[config.mk]
export PLATFORM = sky130hd
export DESIGN_NAME = utf8_stream_decoder_flat
export DESIGN_NICKNAME = d
export VERILOG_FILES = /design/src/u8d_pkg.sv /design/src/u8d_if.sv /design/src/u8d_front.sv /design/src/u8d_queue.sv /design/src/u8d_back.sv /design/src/utf8_stream_decoder.sv /design/src/flat_wrapper.sv
export SDC_FILE = /design/constraint.sdc
export NUM_CORES = 1
export LEC_CHECK = 0
export BUFFER_PORTS_ARGS = -buffer_cell sky130_fd_sc_hd__buf_4
export CAP_MARGIN = 40
export CORE_MARGIN = 2
export CORE_UTILIZATION = 50
export CTS_BUF_LIST = sky130_fd_sc_hd__clkbuf_2 sky130_fd_sc_hd__clkbuf_4 sky130_fd_sc_hd__clkbuf_8
export CTS_CLUSTER_SIZE = 8
export DETAILED_ROUTE_END_ITERATION = 8
export GPL_ROUTABILITY_DRIVEN = 1
export PLACE_DENSITY_LB_ADDON = 0.2
export SYNTH_ARGS = -nofsm -noshare
export SYNTH_HDL_FRONTEND = slang
export SYNTH_HIERARCHICAL = 1
export SYNTH_SLANG_ARGS = --single-unit
[constraint.sdc]
create_clock -name i_clk -period 3.5 [get_ports i_clk]
set_clock_uncertainty 0.05 [all_clocks]
set_input_delay 0.525 -clock i_clk [delete_from_list [all_inputs] [get_ports i_clk]]
set_output_delay 0.525 -clock i_clk [all_outputs]
set_load 0.01 [all_outputs]
[src/u8d_pkg.sv]
// Shared types and constants for the UTF-8 stream decoder.
package u8d_pkg;

    localparam logic [20:0] REPLACEMENT_CP = 21'h00FFFD;
    localparam logic [20:0] END_CP         = 21'h000000;

    localparam logic [7:0] END_BYTE   = 8'h00;
    localparam logic [7:0] ASCII_MIN  = 8'h01;
    localparam logic [7:0] ASCII_MAX  = 8'h7F;
    localparam logic [7:0] LEAD2_MIN  = 8'hC0;
    localparam logic [7:0] LEAD2_MAX  = 8'hDF;
    localparam logic [7:0] LEAD3_MIN  = 8'hE0;
    localparam logic [7:0] LEAD3_MAX  = 8'hEF;
    localparam logic [7:0] LEAD4_MIN  = 8'hF0;
    localparam logic [7:0] LEAD4_MAX  = 8'hF7;
    localparam logic [1:0] CONT_TAG   = 2'b10;

    localparam logic [1:0] NEED_NONE  = 2'd0;
    localparam logic [1:0] NEED_ONE   = 2'd1;
    localparam logic [1:0] NEED_TWO   = 2'd2;
    localparam logic [1:0] NEED_THREE = 2'd3;

    // One decoded byte's worth of work for the back end: a run of
    // replacements, optionally followed by one final result.
    typedef struct packed {
        logic [1:0]  n_repl;
        logic        has_final;
        logic [20:0] code_point;
        logic        malformed;
        logic        end_of_text;
        logic [2:0]  seq_bytes;
    } t_job;

endpackage

[src/u8d_if.sv]
// Channel interfaces: raw text bytes in, decoded code points out.
interface u8d_byte_if;
    logic       valid;
    logic       ready;
    logic [7:0] in_byte;

    modport source (output valid, output in_byte, input ready);
    modport sink   (input valid, input in_byte, output ready);
endinterface

interface u8d_cp_if;
    logic        valid;
    logic        ready;
    logic [20:0] code_point;
    logic        malformed;
    logic        end_of_text;
    logic [2:0]  seq_bytes;
    logic        last_of_run;

    modport source (output valid, output code_point, output malformed,
                    output end_of_text, output seq_bytes, output last_of_run,
                    input ready);
    modport sink   (input valid, input code_point, input malformed,
                    input end_of_text, input seq_bytes, input last_of_run,
                    output ready);
endinterface

[src/u8d_front.sv]
// Front end: takes bytes, tracks the held sequence and issues jobs.
module u8d_front import u8d_pkg::*; (
    input  logic       i_clk,
    input  logic       i_rst_n,
    input  logic       i_valid,
    input  logic [7:0] i_byte,
    output logic       o_ready,
    input  logic       i_full,
    output logic       o_push,
    output t_job       o_job
);

    logic [7:0] r_lead, n_lead;
    logic [1:0] r_needed, n_needed;
    logic [1:0] r_held, n_held;
    logic [5:0] r_pay [2];

    logic       accept;
    logic       is_cont;
    logic       complete;
    logic       do_fresh;
    logic       pay_we;
    logic [5:0] pay;
    t_job       job;

    assign o_ready  = !i_full;
    assign accept   = i_valid && !i_full;
    assign is_cont  = (i_byte[7:6] == CONT_TAG);
    assign pay      = i_byte[5:0];
    assign complete = ({1'b0, r_held} + 3'd1) >= {1'b0, r_needed};

    always_comb begin
        job      = '0;
        n_lead   = r_lead;
        n_needed = r_needed;
        n_held   = r_held;
        pay_we   = 1'b0;
        do_fresh = 1'b0;

        if (r_needed == NEED_NONE) begin
            do_fresh = 1'b1;
        end else if (is_cont) begin
            if (complete) begin
                job.has_final = 1'b1;
                job.seq_bytes = {1'b0, r_needed} + 3'd1;
                case (r_needed)
                    NEED_ONE:   job.code_point = {10'd0, r_lead[4:0], pay};
                    NEED_TWO:   job.code_point = {5'd0, r_lead[3:0], r_pay[0], pay};
                    NEED_THREE: job.code_point = {r_lead[2:0], r_pay[0], r_pay[1], pay};
                    default:    job.code_point = END_CP;
                endcase
                n_lead   = '0;
                n_needed = NEED_NONE;
                n_held   = '0;
            end else begin
                pay_we = 1'b1;
                n_held = r_held + 2'd1;
            end
        end else begin
            // broken sequence: one replacement for the lead, one per held byte
            job.n_repl = r_held + 2'd1;
            n_lead     = '0;
            n_needed   = NEED_NONE;
            n_held     = '0;
            do_fresh   = 1'b1;
        end

        if (do_fresh) begin
            case (i_byte) inside
                END_BYTE: begin
                    job.has_final   = 1'b1;
                    job.code_point  = END_CP;
                    job.end_of_text = 1'b1;
                    job.seq_bytes   = 3'd0;
                end
                [ASCII_MIN:ASCII_MAX]: begin
                    job.has_final  = 1'b1;
                    job.code_point = {13'd0, i_byte};
                    job.seq_bytes  = 3'd1;
                end
                [LEAD2_MIN:LEAD2_MAX]: begin
                    n_lead = i_byte; n_needed = NEED_ONE; n_held = '0;
                end
                [LEAD3_MIN:LEAD3_MAX]: begin
                    n_lead = i_byte; n_needed = NEED_TWO; n_held = '0;
                end
                [LEAD4_MIN:LEAD4_MAX]: begin
                    n_lead = i_byte; n_needed = NEED_THREE; n_held = '0;
                end
                default: begin
                    // stray continuation or invalid lead
                    job.has_final  = 1'b1;
                    job.code_point = REPLACEMENT_CP;
                    job.malformed  = 1'b1;
                    job.seq_bytes  = 3'd1;
                end
            endcase
        end
    end

    assign o_job  = job;
    assign o_push = accept && (job.has_final || (job.n_repl != 2'd0));

    always_ff @(posedge i_clk) begin
        if (!i_rst_n) begin
            r_lead   <= '0;
            r_needed <= NEED_NONE;
            r_held   <= '0;
        end else if (accept) begin
            r_lead   <= n_lead;
            r_needed <= n_needed;
            r_held   <= n_held;
        end
    end

    always_ff @(posedge i_clk) begin
        if (accept && pay_we) begin
            r_pay[r_held[0]] <= pay;
        end
    end

endmodule

[src/u8d_queue.sv]
// Short job queue between front and back ends.
module u8d_queue import u8d_pkg::*; #(
    parameter int DEPTH = 2
) (
    input  logic i_clk,
    input  logic i_rst_n,
    input  logic i_push,
    input  t_job i_job,
    output logic o_full,
    input  logic i_pop,
    output logic o_valid,
    output t_job o_job
);

    localparam int PW = (DEPTH > 1) ? $clog2(DEPTH) : 1;
    localparam int CW = $clog2(DEPTH + 1);
    localparam logic [PW-1:0] LAST_SLOT = PW'(DEPTH - 1);
    localparam logic [CW-1:0] FULL_CNT  = CW'(DEPTH);

    t_job          r_mem [DEPTH];
    logic [PW-1:0] r_wr, r_rd;
    logic [CW-1:0] r_cnt;
    logic          do_push, do_pop;

    assign o_full  = (r_cnt == FULL_CNT);
    assign o_valid = (r_cnt != '0);
    assign o_job   = r_mem[r_rd];
    assign do_push = i_push && !o_full;
    assign do_pop  = i_pop && o_valid;

    always_ff @(posedge i_clk) begin
        if (do_push) begin
            r_mem[r_wr] <= i_job;
        end
    end

    always_ff @(posedge i_clk) begin
        if (!i_rst_n) begin
            r_wr  <= '0;
            r_rd  <= '0;
            r_cnt <= '0;
        end else begin
            if (do_push) r_wr <= (r_wr == LAST_SLOT) ? '0 : r_wr + PW'(1);
            if (do_pop)  r_rd <= (r_rd == LAST_SLOT) ? '0 : r_rd + PW'(1);
            case ({do_push, do_pop})
                2'b10:   r_cnt <= r_cnt + CW'(1);
                2'b01:   r_cnt <= r_cnt - CW'(1);
                default: r_cnt <= r_cnt;
            endcase
        end
    end

endmodule

[src/u8d_back.sv]
// Back end: expands each job into results and holds the output register.
module u8d_back import u8d_pkg::*; (
    input  logic        i_clk,
    input  logic        i_rst_n,
    input  logic        i_job_valid,
    input  t_job        i_job,
    output logic        o_pop,
    output logic        o_valid,
    input  logic        i_ready,
    output logic [20:0] o_code_point,
    output logic        o_malformed,
    output logic        o_end_of_text,
    output logic [2:0]  o_seq_bytes,
    output logic        o_last_of_run
);

    logic        r_valid;
    logic [1:0]  r_idx;
    logic [20:0] r_cp;
    logic        r_bad, r_eot, r_last;
    logic [2:0]  r_seq;

    logic        load;
    logic        is_repl;
    logic        is_last;
    logic [2:0]  total;

    assign load    = i_job_valid && (!r_valid || i_ready);
    assign total   = {1'b0, i_job.n_repl} + {2'b00, i_job.has_final};
    assign is_repl = (r_idx < i_job.n_repl);
    assign is_last = ({1'b0, r_idx} == (total - 3'd1));
    assign o_pop   = load && is_last;

    always_ff @(posedge i_clk) begin
        if (!i_rst_n) begin
            r_valid <= 1'b0;
            r_idx   <= '0;
        end else if (load) begin
            r_valid <= 1'b1;
            r_idx   <= is_last ? 2'd0 : r_idx + 2'd1;
        end else if (i_ready) begin
            r_valid <= 1'b0;
        end
    end

    always_ff @(posedge i_clk) begin
        if (load) begin
            r_last <= is_last;
            if (is_repl) begin
                r_cp  <= REPLACEMENT_CP;
                r_bad <= 1'b1;
                r_eot <= 1'b0;
                r_seq <= 3'd1;
            end else begin
                r_cp  <= i_job.code_point;
                r_bad <= i_job.malformed;
                r_eot <= i_job.end_of_text;
                r_seq <= i_job.seq_bytes;
            end
        end
    end

    assign o_valid       = r_valid;
    assign o_code_point  = r_cp;
    assign o_malformed   = r_bad;
    assign o_end_of_text = r_eot;
    assign o_seq_bytes   = r_seq;
    assign o_last_of_run = r_last;

endmodule

[src/utf8_stream_decoder.sv]
// Top level of the streaming UTF-8 decoder.
//
// Takes one text byte per transfer and returns decoded code points. A well
// formed stream runs at one byte per clock while the receiver is ready:
// ASCII bytes and completed sequences each give one result; leads and
// inner continuations give none. A byte with k results (a broken sequence
// gives up to four) holds the back end until all are out, one per cycle
// while the receiver is ready; the job queue of QUEUE_DEPTH entries lets
// the front take bytes until it fills. Results pass through the job queue
// and the output register. Malformed input is replaced by 0xFFFD; a zero
// byte flushes any held sequence and then gives an end marker, after which
// decoding continues. No overlong or surrogate checks are made.
module utf8_stream_decoder import u8d_pkg::*; #(
    parameter int QUEUE_DEPTH = 2
) (
    input  logic     i_clk,
    input  logic     i_rst_n,
    u8d_byte_if.sink i_byte,
    u8d_cp_if.source o_cp
);

    // front to queue
    logic q_full, q_push;
    t_job job_in;

    // queue to back
    logic q_valid, q_pop;
    t_job job_out;

    u8d_front u_front (
        .i_clk   (i_clk),
        .i_rst_n (i_rst_n),
        .i_valid (i_byte.valid),
        .i_byte  (i_byte.in_byte),
        .o_ready (i_byte.ready),
        .i_full  (q_full),
        .o_push  (q_push),
        .o_job   (job_in)
    );

    u8d_queue #(
        .DEPTH (QUEUE_DEPTH)
    ) u_queue (
        .i_clk   (i_clk),
        .i_rst_n (i_rst_n),
        .i_push  (q_push),
        .i_job   (job_in),
        .o_full  (q_full),
        .i_pop   (q_pop),
        .o_valid (q_valid),
        .o_job   (job_out)
    );

    // back end: one result per cycle, while the receiver is ready, into the output register
    u8d_back u_back (
        .i_clk         (i_clk),
        .i_rst_n       (i_rst_n),
        .i_job_valid   (q_valid),
        .i_job         (job_out),
        .o_pop         (q_pop),
        .o_valid       (o_cp.valid),
        .i_ready       (o_cp.ready),
        .o_code_point  (o_cp.code_point),
        .o_malformed   (o_cp.malformed),
        .o_end_of_text (o_cp.end_of_text),
        .o_seq_bytes   (o_cp.seq_bytes),
        .o_last_of_run (o_cp.last_of_run)
    );

endmodule

[src/flat_wrapper.sv]
// flat-port wrapper written by rule: the top's interface ports become plain ports
module utf8_stream_decoder_flat import u8d_pkg::*;
#(
    parameter int QUEUE_DEPTH = 2
)
  (i_clk, i_rst_n, i_byte_valid, i_byte_in_byte, i_byte_ready, o_cp_valid, o_cp_code_point, o_cp_malformed, o_cp_end_of_text, o_cp_seq_bytes, o_cp_last_of_run, o_cp_ready);
  u8d_byte_if i_byte_i ();
  u8d_cp_if o_cp_i ();
  input  logic i_clk;
  input  logic i_rst_n;
  input wire logic [$bits(i_byte_i.valid)-1:0] i_byte_valid;
  input wire logic [$bits(i_byte_i.in_byte)-1:0] i_byte_in_byte;
  output wire logic [$bits(i_byte_i.ready)-1:0] i_byte_ready;
  output wire logic [$bits(o_cp_i.valid)-1:0] o_cp_valid;
  output wire logic [$bits(o_cp_i.code_point)-1:0] o_cp_code_point;
  output wire logic [$bits(o_cp_i.malformed)-1:0] o_cp_malformed;
  output wire logic [$bits(o_cp_i.end_of_text)-1:0] o_cp_end_of_text;
  output wire logic [$bits(o_cp_i.seq_bytes)-1:0] o_cp_seq_bytes;
  output wire logic [$bits(o_cp_i.last_of_run)-1:0] o_cp_last_of_run;
  input wire logic [$bits(o_cp_i.ready)-1:0] o_cp_ready;
  assign i_byte_i.valid = i_byte_valid;
  assign i_byte_i.in_byte = i_byte_in_byte;
  assign i_byte_ready = i_byte_i.ready;
  assign o_cp_valid = o_cp_i.valid;
  assign o_cp_code_point = o_cp_i.code_point;
  assign o_cp_malformed = o_cp_i.malformed;
  assign o_cp_end_of_text = o_cp_i.end_of_text;
  assign o_cp_seq_bytes = o_cp_i.seq_bytes;
  assign o_cp_last_of_run = o_cp_i.last_of_run;
  assign o_cp_i.ready = o_cp_ready;
  utf8_stream_decoder #(.QUEUE_DEPTH(QUEUE_DEPTH)) u_core (.i_clk(i_clk), .i_rst_n(i_rst_n), .i_byte(i_byte_i), .o_cp(o_cp_i));
endmodule
# After elaboration in Yosys (flattened, before gate mapping)
# Memory sizes are Yosys's and may differ from the RTL's. A register that Yosys moved wholly into a read port is not among the register bits.
# Index checks and enable logic that the tools add are counted.
# totals
regBits,46
ramBits,70
inputBits,12
output_inout_bits,29
wordCells,133
memories,2
# memory_table
name,depth,width,read_ports,rd_ports_with_merged_regs,write_ports,line_no,rtl
u_core.u_queue.r_mem,2,29,1,1,1,u8d_queue.sv:20,t_job r_mem [DEPTH];
u_core.u_front.r_pay,2,6,2,0,1,u8d_front.sv:16,logic [5:0] r_pay [2];
# classes
addsub,10
n_lt_le_gt_ge,10
n_eq_ne,8
mux,69
reduce_logical,21
# op_table
cell,count
$mux W22,7
$mux W8,9
$pmux W21 S3,1
$mux W2,20
$mux W27,1
$ge A8 B8 Y1 const B,3
$le A8 B8 Y1 const B,3
$mux W24,1
$mux W3,8
$mux W1,21
$logic_and A1 B1 Y1,11
$eq A2 B2 Y1 const B,5
$ge A8 B1 Y1 const B,1
$le A8 B7 Y1 const B,1
$logic_not A8 Y1,1
$reduce_bool A2 Y1,4
$add A2 B1 Y2 const B,3
$add A2 B1 Y3 const B,2
$eq A2 B1 Y1 const B,2
$pmux W2 S2,1
$add A2 B1 Y3,1
$eq A2 B3 Y1,1
$ge A3 B2 Y1,1
$sub A3 B1 Y3 const B,1
other kinds (6),9

# Longest topological paths before layout
# Gate-level depths: netlist (run 1).
# depth
depth_word,16
mapped_depth,14
mapped_depth_nobuf,12

# Hierarchy
# Netlist (run 1), hierarchy kept.
# modules_own_cells
module,n_inst,cells_per_inst,area_each_um2,seq_area_each_um2
u8d_queue,1,116,2322.2,1841.8
u8d_front,1,147,1406.3,540.5
u8d_back,1,82,1231.2,870.8

# Worst setup path before layout (run 1)
# No wires, ideal clock.
# synth_timing
path_kind,register to register
from,register u_core.u_front.r_held[0]
to,"memory u_core/u_queue/r_mem[0][0] in the netlist's numbering, enable pin"
setup_time_ns,0.384
arrival_ns,2.541
required_ns,3.066
slack_ns,0.525
path_stages_with_launch,10
n_path_buf,0
synth_period_minus_slack_ns,2.975
path_cell_list,dfxtp_1 -> inv_1 -> fa_1 -> nor2_1 -> a21boi_1 -> a21oi_1 -> o31a_1 -> inv_1 -> or3_1 -> inv_1
# synth_lines
item,line_no,rtl
start: declaration,u8d_front.sv:15,"logic [1:0] r_held, n_held;"
start signal: assignment,u8d_front.sv:112,r_held <= n_held;
end: declaration,u8d_queue.sv:20,

==> flow_summary.ini, run 1 <==
[run_status]
status = complete, no violations

[synth]
synth_warnings = 6
syn_area_per_cell_um2 = 14.38
ys_seq_area_frac = 0.6559
synthCells = 345
netlist_area_um2 = 4960
async_reset_ff_frac = 0
ys_seq_elements = 114
synthDistinctLibCells = 54
synth-edff-count = 97
ys.flop_type = edfxtp_1
syn_nets = 368

[layout]
area_delta_synth_final_pct = 15.97
nets = 419
fillers = 791
diodes = 0
final_cell_mix = edfxtp_1, buf_4, mux2_2
ff_latch_area_um2 = 3253
multiInputGateArea_um2 = 1544
layout_commonest_cell = edfxtp_1
drive_gt1_frac = 0.3350

[route]
wl_per_cell_um = 15.61
routed_wirelength_um = 8458
drt-initial-drc-count = 166
via_per_inst = 5.325
dr.pass1.iters = 5
drc = 0
ant_nets = 0
vias = 2886

[sta]
hold_ws_ns = 0.2891
period_needed_ns = 3.047
max_freq_ghz = 0.3282
fin_ws_ns = 0.4532
hold_viol = 0
slew_viol_final = 0
relSlewSlack = 0.5565
tightest_slew_ns = 0.6652
rsz0062_at_grt = false
fin_setup_tns_ns = 0
setup_violations = 0
post-route-period-util = 0.8705

[pwr]
peakVddDrop_v = 0.0002989
p_leak_uw = 0.002048
power_density_nw_per_um2 = 613.9

[floorplanning]
dieArea_um2 = 10730
ioPinCount = 41
start_util = 0.5121
die_y_um = 103.6
rows = 36
core_um2 = 9684
die_w_um = 103.6

[clock_network]
post_cts_resized = 0
clk_path_buf_depth = 2
post_cts_buffers = 0
htreeDepth = 4
clk_pin_slew_ns = 0.06
cts_buffers = 17
cts_tree = yes
clk-insertion-delay-late_ns = 0.41
ctsHoldBuffers = 0
clock-sinks = 114
ctsRootBufferMaster = clkbuf_8

[global_routing]
grt_pass1_vias = 2919
gr-total-overflow = 0
track_usage = 0.1707
antenna_found_initial = 0
grt_max_degree = 30
grt_pass1_wl_um = 14280

[worst_setup_path]
critPathKind = reg2reg
critPathArrivalTime_ns = 3.06
cp_data_required_time_ns = 3.51
cpLargestDelayFamily = compound AO/OA/AOI/OAI gates
end_kind = flip-flop
cpMostUsedCell = inv_1
startpoint_type = flip-flop
path_max_fanout = 29
critical-path-slowest-cell = fa_1
crit_buf_inv = 4
path_cells = inv_1 -> fa_1 -> nor2_1 -> a21boi_1 -> a21oi_1 -> o31a_1 -> inv_1 -> or3_1 -> inv_1 -> buf_4
critical_path.max_stage_delay_ns = 0.48

[placement]
dp_hpwl_um = 5727
finalWeightedCongestion = 0.8841
dpl_worst_slack_ns = 0.4667
io_buffers = 40

[job]
drv_cap = 0

[hold_path]
hp-class = in2reg
[state kept, by name (all words and copies together), names as in the netlist, named ones only]
| name | count |
|---|---|
| u_core/u_back/o_code_point | 21 |
| u_core/u_back/o_end_of_text | 1 |
| u_core/u_back/o_last_of_run | 1 |
| u_core/u_back/o_malformed | 1 |
| u_core/u_back/o_seq_bytes | 3 |
| u_core/u_back/o_valid | 1 |
| u_core/u_back/r_idx | 2 |
| u_core/u_front/r_held | 2 |
| u_core/u_front/r_lead | 5 |
| u_core/u_front/r_needed | 2 |
| u_core/u_front/r_pay | 12 |
| u_core/u_queue/r_cnt | 2 |
| u_core/u_queue/r_mem | 58 |
| u_core/u_queue/r_rd | 1 |
| u_core/u_queue/r_wr | 1 |
[worst paths after layout]
path | start | end | slack (ns) | cells after the start
min | i_byte_in_byte[0] | u_core/u_front/r_pay[1][0] | 0.29 | 1
max reg2reg | u_core/u_front/r_held[0] | u_core/u_queue/r_mem[0][20] | 0.45 | 10
min reg2reg | u_core/u_front/r_held[1] | u_core/u_front/r_held[1] | 0.45 | 2
max | u_core/u_front/r_held[0] | u_core/u_queue/r_mem[0][20] | 0.45 | 10
[per-layer routing]
layer,track usage,up-vias,part of all wire
li1,-,1402,-
met1,0.2210,1393,0.45
met2,0.2687,85,0.48
met3,0.05601,6,0.061
met4,0.06660,0,0.010
met5,0,-,0
[cell families after synthesis]
group | Yosys count | share of synthesized area
flip-flops | 114 | 0.6559
AND/OR/NAND/NOR | 89 | 0.1092
AO/OA/AOI/OAI | 64 | 0.09612
buffers and inverters | 32 | 0.03279
multiplexers | 30 | 0.06786
adder cells (fa/ha/maj) | 11 | 0.02926
XOR/XNOR | 5 | 0.008829
[final cells by class]
type / instances / area share
Sequential cell: 114 / 0.5656
Tap cell: 133 / 0.02893
Clock buffer: 26 / 0.05786
Timing Repair Buffer: 44 / 0.06091
Inverter: 20 / 0.01305
Multi-Input combinational cell: 199 / 0.2684
Clock inverter: 6 / 0.005221
[synthesized netlist by cell type (2+ instances only)]
library cell	n	area (um^2)
clkbuf_1	4	15.01
or3_1	3	18.77
o31ai_1	4	30.03
a21oi_1	5	25.02
o21ai_2	9	78.83
o21ai_0	13	65.06
nand2_1	12	45.04
nor3_1	2	10.01
and2b_1	2	15.01
and2_1	5	31.28
a21boi_1	4	30.03
nor2_1	7	26.28
or2_1	4	25.02
inv_2	2	7.510
buf_2	3	15.01
a22oi_1	5	37.54
dfxtp_1	17	340.3
nand2b_2	2	17.52
ha_1	10	125.1
inv_1	18	67.56
and4_1	2	17.52
xnor2_1	5	43.79
o22ai_1	7	43.79
mux2_2	29	326.6
a222oi_1	5	50.05
or2_2	14	87.58
nor2b_1	13	81.33
a32oi_1	3	26.28
buf_4	2	15.01
nand3_1	6	30.03
and3_1	6	37.54
edfxtp_1	97	2913
nand2b_1	3	18.77
buf_6	2	22.52
[power by group]
group / leakage (uW) / switching (uW) / internal, uW
logic: 0.000832 / 360 / 317
registers: 0.00102 / 59.9 / 1720
clock network: 0.000192 / 468 / 607
[through the flow]
step           instances  cell area [um^2]  power, uW    util
4_1_cts              542              5752       3567  0.5939
6_report             542              5752       3531  0.5939
3_5_place_dp         510              5389       2493  0.5565
2_1_floorplan        345              4960       2236       -
5_1_grt              542              5752       3715  0.5939
3_3_place_gp         509              5361       2441  0.5536
No activity file was read; power rests on OpenSTA's default activity.
==> run 2: changes to the inputs <==
--- a/config.mk
+++ b/config.mk
@@ -14,6 +14,7 @@
 export DETAILED_ROUTE_END_ITERATION = 8
 export GPL_ROUTABILITY_DRIVEN = 1
 export PLACE_DENSITY_LB_ADDON = 0.2
+export REMOVE_ABC_BUFFERS = 1
 export SYNTH_ARGS = -nofsm -noshare
 export SYNTH_HDL_FRONTEND = slang
 export SYNTH_HIERARCHICAL = 1
==> run 2 against run 1 <==
Combinational power increased by 0.7%. Total power increased by 5.9%. Wire length increased by 8.0%. Sequential share of layout area decreased by 0.51 points. Cell count unchanged. Register-to-register slack improved by 0.05 ns. Cell area increased by 0.91%. Utilization increased by 0.54 points. Largest cell class unchanged. Via count increased by 0.90%. Die area unchanged. Worst setup slack improved by 0.053 ns.
==> flow_summary.ini, run 2 (synthesis gave the netlist of run 1 again) <==
[run_status]
status = complete, no violations

[worst_setup_path]
cpLargestDelayFamily = compound AO/OA/AOI/OAI gates
critPathArrivalTime_ns = 3.02
path_max_fanout = 29
critical_path.max_stage_delay_ns = 0.47
cp_data_required_time_ns = 3.52
r2r-start = u_core/u_front/r_held[0]
cpMostUsedCell = inv_1
worst-r2r-cell-count = 10
path_cells = inv_1 -> fa_1 -> nor2_1 -> a21boi_1 -> a21oi_1 -> o31a_1 -> inv_1 -> or3_1 -> inv_1 -> buf_4
startpoint_type = flip-flop
crit_start = u_core/u_front/r_held[0]
end_kind = flip-flop
critPathKind = reg2reg
worst-r2r-setup-slack_ns = 0.51
crit_buf_inv = 4
critical-path-slowest-cell = fa_1
cp-endpoint = u_core/u_queue/r_mem[0][2]
path_depth = 10
regToRegEndpoint = u_core/u_queue/r_mem[0][2]

[sta]
slew_viol_final = 0
fin_ws_ns = 0.5061
relSlewSlack = 0.4636
tightest_slew_ns = 0.8016
rsz0062_at_grt = false
period_needed_ns = 2.994
setup_violations = 0
hold_ws_ns = 0.2746
post-route-period-util = 0.8554
hold_viol = 0
max_freq_ghz = 0.3340
fin_setup_tns_ns = 0

[route]
ant_nets = 0
wl_per_cell_um = 16.85
routed_wirelength_um = 9134
drc = 0
via_per_inst = 5.373
dr.pass1.iters = 5
drt-initial-drc-count = 199
vias = 2912

[placement]
dpl_worst_slack_ns = 0.5083
dp_hpwl_um = 5967
io_buffers = 40
finalWeightedCongestion = 0.8219
numPlacedInstances = 510

[clock_network]
ctsHoldBuffers = 0
cts_buffers = 17
ctsRootBufferMaster = clkbuf_8
clock-sinks = 114
clk_pin_slew_ns = 0.06
clk-insertion-delay-late_ns = 0.42
post_cts_resized = 0
htreeDepth = 4
clk_path_buf_depth = 2
cts_tree = yes
post_cts_buffers = 0

[layout]
regMostFlops = u_core/u_queue/r_mem
ff_latch_area_um2 = 3253
fin_cells = 542
largest_reg_flops = 58
area_delta_synth_final_pct = 17.03
nets = 419
fillers = 776
diodes = 0
multiInputGateArea_um2 = 1544
layout_commonest_cell = edfxtp_1
drive_gt1_frac = 0.3325
final_cell_mix = edfxtp_1, buf_4, mux2_2

[pwr]
peakVddDrop_v = 0.0003203
p_leak_uw = 0.002065
power_density_nw_per_um2 = 644.1
power_uw = 3739

[global_routing]
antenna_found_initial = 0
grt_max_degree = 30
grt_pass1_vias = 2858
grt_pass1_wl_um = 14880
gr-total-overflow = 0
track_usage = 0.1842

[floorplanning]
ioPinCount = 41
die_y_um = 103.6
core_um2 = 9684
die_w_um = 103.6
dieArea_um2 = 10730
start_util = 0.5121
rows = 36

[hold_path]
hp-class = in2reg

[job]
drv_cap = 0
## run 2: worst min-delay path by stage
stage	start	to	slack (ns)	cells after the start
4_1_cts	i_byte_in_byte[0]	u_core/u_front/r_pay[0][0]	0.25	1
2_1_floorplan	u_core/u_queue/r_wr	u_core/u_queue/r_wr	0.41	2
5_1_grt	i_byte_in_byte[0]	u_core/u_front/r_pay[1][0]	0.25	1
3_3_place_gp	u_core/u_queue/r_wr	u_core/u_queue/r_wr	0.42	2
3_5_place_dp	u_core/u_queue/r_wr	u_core/u_queue/r_wr	0.43	2
6_report	i_byte_in_byte[0]	u_core/u_front/r_pay[0][0]	0.27	1
## run 2: area by class of cell
cell class	count	area share
clock inverters	13	0.02867
well taps	133	0.02867
repair buffers	44	0.06036
multi-input cells	199	0.2660
flip-flops and latches	114	0.5605
clock buffers	19	0.04290
inverters	20	0.01293
## run 2: metrics by stage
| stage | util | area [um^2] |
|---|---|---|
| global route | 0.5994 | 5804 |
| floorplan | - | 4872 |
| global placement | 0.5536 | 5361 |
| CTS | 0.5994 | 5804 |
| finish | 0.5994 | 5804 |
| detailed placement | 0.5565 | 5389 |
## run 2: where the power goes
group	internal, uW	switching [uW]	total, uW
logic	318	365	683
registers	1720	62.0	1780
clock network	778	499	1280
## run 2: layer usage
metal	global-route usage	wire [um]	up-vias
met3	0.05035	403	6
met5	0	0	-
met4	0.09170	92	0
li1	-	-	1399
met2	0.2971	4626	67
met1	0.2301	4011	1440
==> run 3: changes to the inputs <==
--- a/config.mk
+++ b/config.mk
@@ -13,6 +13,7 @@
 export CTS_CLUSTER_SIZE = 8
 export DETAILED_ROUTE_END_ITERATION = 8
 export GPL_ROUTABILITY_DRIVEN = 1
+export MAX_ROUTING_LAYER = met4
 export PLACE_DENSITY_LB_ADDON = 0.2
 export REMOVE_ABC_BUFFERS = 1
 export SYNTH_ARGS = -nofsm -noshare
==> run 3 against run 2 <==
Critical path depth did not move. Worst setup slack hardly changed. Worst hold slack worse by 0.0021 ns. Critical endpoint is now u_core/u_queue/r_mem[0][13]. Clock power hardly changed. Total power is essentially flat. Largest power group unchanged. Largest cell class unchanged. Register-to-register slack about the same. Non-clock buffer count stayed put.
==> flow_summary.ini, run 3 (synthesis gave the netlist of run 1 again) <==
[worst_setup_path]
worst-r2r-cell-count = 10
startpoint_type = flip-flop
cp_data_required_time_ns = 3.53
worst-r2r-setup-slack_ns = 0.51
path_max_fanout = 29
critPathKind = reg2reg
end_kind = flip-flop
r2r-start = u_core/u_front/r_held[0]
regToRegEndpoint = u_core/u_queue/r_mem[0][13]
critPathArrivalTime_ns = 3.02

[global_routing]
gr-total-overflow = 0
grt_pass1_vias = 2862
antenna_found_initial = 0
track_usage = 0.1895
grt_pass1_wl_um = 14860
grt_max_degree = 30

[pwr]
combinationalPowerShare = 0.183
peakVddDrop_v = 0.0003211
p_leak_uw = 0.002065
p_switching_uw = 925.9
seqPwrFrac = 0.476
clock_power_share = 0.341
power_density_nw_per_um2 = 644.1
switching_share = 0.2477
internal-power_uw = 2813

[hold_path]
hold-path-endpoint = u_core/u_front/r_pay[0][0]
holdPathStages = 1
hp-class = in2reg
holdCritStartpoint = i_byte_in_byte[0]

[clock_network]
cts_tree = yes
clock-sinks = 114
clk_pin_slew_ns = 0.06
ctsRootBufferMaster = clkbuf_8
clk_path_buf_depth = 2
htreeDepth = 4
post_cts_resized = 0
clk-insertion-delay-late_ns = 0.42
cts_buffers = 17
post_cts_buffers = 0
ctsHoldBuffers = 0

[layout]
final_cell_mix = edfxtp_1, buf_4, mux2_2
ff_latch_area_um2 = 3253
area_delta_synth_final_pct = 17.03
fillers = 776
diodes = 0
multiInputGateArea_um2 = 1544
nets = 419
drive_gt1_frac = 0.3325
layout_commonest_cell = edfxtp_1
regMostFlops = u_core/u_queue/r_mem
largest_reg_flops = 58

[floorplanning]
core_um2 = 9684
dieArea_um2 = 10730
die_y_um = 103.6
ioPinCount = 41
start_util = 0.5121
die_w_um = 103.6
rows = 36

[sta]
rsz0062_at_grt = false
setup_violations = 0
period_needed_ns = 2.993
hold_viol = 0
fin_ws_ns = 0.5066
max_freq_ghz = 0.3341
slew_viol_final = 0
relSlewSlack = 0.4642
tightest_slew_ns = 0.8008
fin_setup_tns_ns = 0
post-route-period-util = 0.8553

[route]
wl_per_cell_um = 16.86
routed_wirelength_um = 9137
drt-initial-drc-count = 170
vias = 2931
dr.pass1.iters = 5
ant_nets = 0
drc = 0
via_per_inst = 5.408

[run_status]
status = complete, no violations

[placement]
finalWeightedCongestion = 0.8343
io_buffers = 40
dpl_worst_slack_ns = 0.5083
dp_hpwl_um = 5967

[job]
drv_cap = 0
-- run 3: cell type report --
cell class / count / share of cell area
clock buffers: 19 / 0.04290
clock inverters: 13 / 0.02867
inverters: 20 / 0.01293
multi-input cells: 199 / 0.2660
flip-flops and latches: 114 / 0.5605
well taps: 133 / 0.02867
repair buffers: 44 / 0.06036
-- run 3: worst max path at each step --
| stage | slack (ns) | from | end |
|---|---|---|---|
| after CTS | 0.47 | u_core/u_front/r_held[0] | u_core/u_queue/r_mem[0][10] |
| after global placement | 0.63 | u_core/u_front/r_held[0] | u_core/u_queue/r_mem[0][12] |
| after global routing | 0.25 | u_core/u_front/r_held[0] | u_core/u_queue/r_mem[0][10] |
| after floorplan | 0.37 | flip-flop | u_core/u_queue/r_cnt[1] |
| after detailed placement | 0.51 | u_core/u_front/r_held[0] | u_core/u_queue/r_mem[0][12] |
| final | 0.51 | u_core/u_front/r_held[0] | u_core/u_queue/r_mem[0][13] |
-- run 3: power by group through the flow --
stage	logic, uW	registers (uW)	clock network [uW]
after detailed placement	692	1810	0
after CTS	696	1780	1300
after global routing	753	1800	1360
after global placement	642	1810	0
after floorplan	356	1850	0
final	683	1780	1280
-- run 3: routing by layer --
layer	global-route usage	share of wire
met4	0.08591	0.011
met1	0.2318	0.43
met3	0.05223	0.061
met2	0.2961	0.50
met5	-	0
-- run 3: stage by stage --
stage | util | hold slack, ns | cells | power [uW] | area [um^2]
floorplan | - | 0.4070 | 333 | 2208 | 4872
global placement | 0.5536 | 0.4178 | 509 | 2448 | 5361
detailed placement | 0.5565 | 0.4256 | 510 | 2501 | 5389
CTS | 0.5994 | 0.2450 | 542 | 3783 | 5804
global route | 0.5994 | 0.2503 | 542 | 3911 | 5804
finish | 0.5994 | 0.2725 | 542 | 3739 | 5804
-- run 3: critical path, cell delays in order, from the launching register on --
cell and delay [ns]:
dfxtp_1 0.41, inv_1 0.12, fa_1 0.47, nor2_1 0.14
a21boi_1 0.15, a21oi_1 0.26, o31a_1 0.18, inv_1 0.06
or3_1 0.36, inv_1 0.07, buf_4 0.35
